**src/sv/vnf_pkg.sv**
```systemverilog
// Shared constants, types and constant functions for the value noise fBm generator.
// No dependencies; the other files that use this package refer to it by scoped names.
package vnf_pkg;

    localparam int MAX_OCTAVES_DEF = 4;

    localparam int LANE_STAGES = 12;
    localparam int TERM_W      = 42;
    localparam int AMP_W       = 17;
    localparam int NORM_W      = 18;
    localparam int DIVISOR_W   = NORM_W + 8;
    localparam int QUO_W       = 17;
    localparam int NOISE_W     = 18;
    localparam int PADDR_W     = 4;

    localparam logic [31:0] HASH_MX = 32'h8DA6B343;
    localparam logic [31:0] HASH_MZ = 32'hD8163841;
    localparam logic [31:0] HASH_M3 = 32'h2C1B3C6D;
    localparam logic [31:0] HASH_M4 = 32'h297A2D39;

    localparam logic [31:0] SALT_STEP_FBM = 32'h00009E37;
    localparam logic [31:0] SALT_STEP_RDG = 32'h000051ED;

    localparam logic [63:0] OFS_FBM_X = 64'h000000114F5C28F6;
    localparam logic [63:0] OFS_FBM_Z = 64'h00000009C51EB852;
    localparam logic [63:0] OFS_RDG_X = 64'h000000052147AE14;
    localparam logic [63:0] OFS_RDG_Z = 64'h0000000BE6666666;

    localparam logic [17:0] FREQ_RDG_Q16 = 18'd134349;
    localparam logic [15:0] AMP_RDG_Q16  = 16'd36045;

    localparam logic [31:0] INV_WAVELENGTH_RST = 32'd65536;
    localparam logic [2:0]  OCTAVE_COUNT_RST   = 3'd4;

    typedef enum logic [1:0] {
        REG_BASE_SALT,
        REG_INV_WAVELENGTH,
        REG_OCTAVE_COUNT,
        REG_NOISE_MODE
    } cfg_reg_t;

    typedef struct packed {
        logic        ridged;
        logic [31:0] base_salt;
    } octave_cfg_t;

    function automatic logic [AMP_W-1:0] amp_of(input logic ridged, input int oct);
        logic [AMP_W-1:0] af;
        logic [AMP_W-1:0] ar;
        af = AMP_W'(65536);
        ar = AMP_W'(65536);
        for (int i = 0; i < 8; i++)
        begin
            if (i < oct)
            begin
                af = af >> 1;
                ar = AMP_W'((34'(ar) * 34'(AMP_RDG_Q16)) >> 16);
            end
        end
        return ridged ? ar : af;
    endfunction

    function automatic logic [NORM_W-1:0] norm_of(input logic ridged, input logic [3:0] oct);
        logic [NORM_W-1:0] acc;
        logic [AMP_W-1:0]  af;
        logic [AMP_W-1:0]  ar;
        acc = '0;
        af  = AMP_W'(65536);
        ar  = AMP_W'(65536);
        for (int i = 0; i < 8; i++)
        begin
            if (4'(i) < oct)
            begin
                acc = acc + NORM_W'(ridged ? ar : af);
            end
            af = af >> 1;
            ar = AMP_W'((34'(ar) * 34'(AMP_RDG_Q16)) >> 16);
        end
        return acc;
    endfunction

endpackage

```
**src/sv/vnf_div.sv**
```systemverilog
// Pipelined restoring divider, one quotient bit per stage, for the final normalization.
// Depends on vnf_pkg; stage enables come from the top-level pipeline control.
module vnf_div #(
    parameter int R_W = 45
) (
    input  logic                              clk,
    input  logic [vnf_pkg::QUO_W-1:0]         en,
    input  logic [R_W-1:0]                    mag,
    input  logic                              neg_in,
    input  logic [vnf_pkg::DIVISOR_W-1:0]     divisor,
    output logic [vnf_pkg::QUO_W-1:0]         quo,
    output logic                              neg_out
);

    localparam int QW = vnf_pkg::QUO_W;

    logic [R_W-1:0] rem_reg [QW];
    logic [QW-1:0]  q_reg [QW];
    logic [QW-1:0]  neg_reg;

    for (genvar j = 0; j < QW; j++)
    begin : g_step
        localparam int BIT = QW - 1 - j;
        logic [R_W-1:0] rem_in;
        logic [QW-1:0]  q_in;
        logic           n_in;
        logic [R_W-1:0] dsh;
        logic           ge;

        if (j == 0)
        begin : g_first
            assign rem_in = mag;
            assign q_in   = '0;
            assign n_in   = neg_in;
        end
        else
        begin : g_next
            assign rem_in = rem_reg[j-1];
            assign q_in   = q_reg[j-1];
            assign n_in   = neg_reg[j-1];
        end

        assign dsh = R_W'(divisor) << BIT;
        assign ge  = rem_in >= dsh;

        always_ff @(posedge clk)
        begin
            if (en[j])
            begin
                rem_reg[j] <= ge ? rem_in - dsh : rem_in;
                q_reg[j]   <= q_in | (QW'(ge) << BIT);
                neg_reg[j] <= n_in;
            end
        end
    end

    assign quo     = q_reg[QW-1];
    assign neg_out = neg_reg[QW-1];

endmodule

```
**config.mk**
```make
export PLATFORM = sky130hd
export DESIGN_NAME = vnf_div
export DESIGN_NICKNAME = d
export VERILOG_FILES = /design/src/sv/vnf_pkg.sv /design/src/sv/vnf_div.sv
export SDC_FILE = /design/constraint.sdc
export NUM_CORES = 2
export LEC_CHECK = 0
export ABC_AREA = 0
export BUFFER_PORTS_ARGS = -buffer_cell sky130_fd_sc_hd__buf_2
export CORE_MARGIN = 10
export CORE_UTILIZATION = 30
export CTS_CLUSTER_SIZE = 40
export DETAILED_ROUTE_END_ITERATION = 16
export SLEW_MARGIN = 20
export SYNTH_ARGS = -nofsm -noshare
export SYNTH_HDL_FRONTEND = slang
export SYNTH_SLANG_ARGS = --single-unit
```
**constraint.sdc**
```tcl
create_clock -name clk -period 4.4 [get_ports clk]
set_clock_uncertainty 0.05 [all_clocks]
set_input_delay 0.88 -clock clk [delete_from_list [all_inputs] [get_ports clk]]
set_output_delay 0.88 -clock clk [all_outputs]
set_load 0.005 [all_outputs]
```
==> run metrics <==
DRC Markers=0; Total Routed Length=161400 um; Netlist Area Pre-Place=56670 sq um; CP required=~4.8 ns; ys async rst share=0%; Tcrit/Tclk final=between 90% and 100%; ranking of synthesized cells by area=edfxtp_1, ha_1, xnor2_1; CP Cell Sequence=inv_1 > ha_1 > fa_1 > nand2b_1 > a21boi_0 > o21ai_0 > a2111oi_0 > buf_4 > nor3_1 > a2111oi_0 > buf_4 > o31ai_1 > o21ai_1 > nor4b_1 > xor2_1; top fanout value on the critical path=4; die width=454.6 um; DRT Pass-1 Iters=7; Hold/Removal Path Class=in -> reg; most frequent cells in the layout=edfxtp_1, nand2_1, a21oi_1; Final Hold Fails=0; max reg flops=720; Syn Inst Count=5424; synthesized netlist net count=5972; die height=454.6 um; startpoint types=register; core area=187800 sq um; H-tree Lvls=3; Yosys Warn Count=0; RD Place Congestion=0.8976; CTS Buf Count=95; CTS resizes=0; fin util=35.86%; endpoints failing setup=0; hold buffer count at CTS=0; Post-CTS Setup Bufs=0; Vias/cell=roughly 5.2; Clock transition at path regs=0.06 ns; Peak VDD IR=0.0003256 V; Multi-input gate area=28810 sq um; WP data arrival=about 4.4 ns; initial antenna violation count=11; starting DRC count in detailed routing=3250; TNS Setup=0 ns; area delta synth->final=18.82%; max_slew headroom=28.81%; IO Port Bufs=107; main flop type after synthesis=edfxtp_1; most common cell after layout, fill and taps aside=edfxtp_1; Pleak=25.90 nW; Avg WL per Cell=18.88 um; fin. max-slew vios=0; nets=6518; dpl hpwl=126200 um; status=finished, final reports clean; max frequency=251.1 MHz; count of unique library cells instantiated by Yosys=89; first-pass GRT wire length=248700 um; Post-synth EDFFs=just under 900; via count=44360; Cell Pwr Density=between 600 and 700 nW/um^2; Layout fillers=18730; Clk Tree Root Cell=clkbuf_16; GRT Total Usage=between 10% and 20%; DRT antenna net count=0; critical path class=reg -> reg; share of layout cells above drive strength 1=between 10 and 15%; largest area contributor in the netlist=edfxtp_1; fin crit period=3.982 ns; GRT overflow=0; critical-path cell with the highest stage delay=a2111oi_0; Crit path largest cell delay=0.52 ns; Max-Cap Viols=0; flops & latches, synth=890; number of global-route vias before repair=between 40000 and 50000; Avg Cell Area, Syn=10.45 sq um; IO Count=108; FF+latch area=26730 sq um; CTS tree=built; Bufs on Longest Clock Path=3; Synth top area share=47.16%; clk sinks=890; initial core utilization=30.18%; largest net degree at the start of global routing=54; Placement Rows=about 160; worst-margin pin slew=1.068 ns; crit end category=register; sequential area share after synthesis=47.16%; RSZ-0062 raised after global routing=false; Skew-Pair Late Insertion Delay=0.72 ns; Die Footprint=around 210000 sq um
[worst paths after layout]
check	to	depth (start not counted)	from	slack, ns
worst max-delay path	rem_reg[0][400]$_DFFE_PP_	15	rem_reg[0][323]$_DFFE_PP_	0.42
worst min register to register	q_reg[0][234]$_DFFE_PP_	0	q_reg[0][217]$_DFFE_PP_	0.36
worst max register to register	rem_reg[0][400]$_DFFE_PP_	15	rem_reg[0][323]$_DFFE_PP_	0.42
worst min-delay path	g_step[1].n_in$_DFFE_PP_	1	neg_in	0.29
[worst max-delay path: cells and delay by family, from the launching register on]
family,cells,cell delay [ns]
AO/OA/AOI/OAI,6,1.80
adder cells (fa/ha/maj),2,0.59
buffers and inverters,3,0.45
flip-flops,1,0.36
AND/OR/NAND/NOR,3,0.32
XOR/XNOR,1,0.15
[logic make-up (layout without fill, tap and decap cells)]
| logic type | count (synthesis) | count (layout) | share of synthesized area, % |
|---|---|---|---|
| compound gates | 1537 | 1537 | 16.79 |
| flops | 890 | 890 | 47.16 |
| fa+ha+maj | 458 | 458 | 10.32 |
| mux | 70 | 70 | 1.373 |
| xor+xnor | 515 | 515 | 7.959 |
| simple gates | 1638 | 1638 | 14.26 |
| buf+inv | 316 | 944 | 2.137 |
| other cells | 0 | 1 | 0 |
[cell type report]
type,count,share of cell area [%]
clock inverters,74,1.362
flip-flops and latches,890,39.69
inverters,170,0.9476
diodes,1,0.003716
multi-input cells,4218,42.78
well taps,2495,4.636
repair buffers,595,7.004
clock buffers,105,3.586
[synthesized netlist by cell type, drive strengths merged (12+ instances only)]
library cell and count:
or3 36, o31a 14, o2111ai 16, xnor2 264
nor2b 66, fa 16, and3 52, mux2 62
buf 29, nor4 93, nor3b 16, nor2 323
nand4b 12, or2 24, nor3 114, or4 20
inv 170, a211o 15, nand2 525, nand3b 20
a2111oi 18, nor4b 19, a31oi 34, a211oi 35
nand2b 83, o211ai 25, edfxtp 890, xor2 251
o21ai 446, o31ai 39, nand3 105, nand4 80
ha 442, o21bai 44, a21o 214, and4 14
o21a 57, clkbuf 117, a21oi 455, and2 25
a21boi 24
[per-layer routing]
metal	up-vias	wire (um)	GRT usage (%)
met5	-	21	0
met4	4	6026	5.243
met3	289	7708	2.488
li1	21600	-	-
met2	1048	77100	26.11
met1	21420	70520	19.13
[power breakdown]
| group | switching [mW] | total [mW] | internal, mW |
|---|---|---|---|
| clock | 3.70 | 8.62 | 4.92 |
| sequential | 1.75 | 14.6 | 12.9 |
| combinational | 10.4 | 19.1 | 8.74 |
[per-stage QoR]
step	std cells	total power, mW	instance area [sq um]	setup slack (ns)	hold WS (ns)
floorplan	5424	27.33	56670	0.05427	0.3503
global placement	8367	33.40	63980	-0.3094	0.3514
detailed placement	8367	33.63	63980	-0.3136	0.3545
CTS	8546	42.44	67320	0.4118	0.2258
global route	8547	45.28	67340	0.04072	0.2364
finish	8548	42.35	67340	0.4182	0.2893
Power figures use the tool's default switching activity.
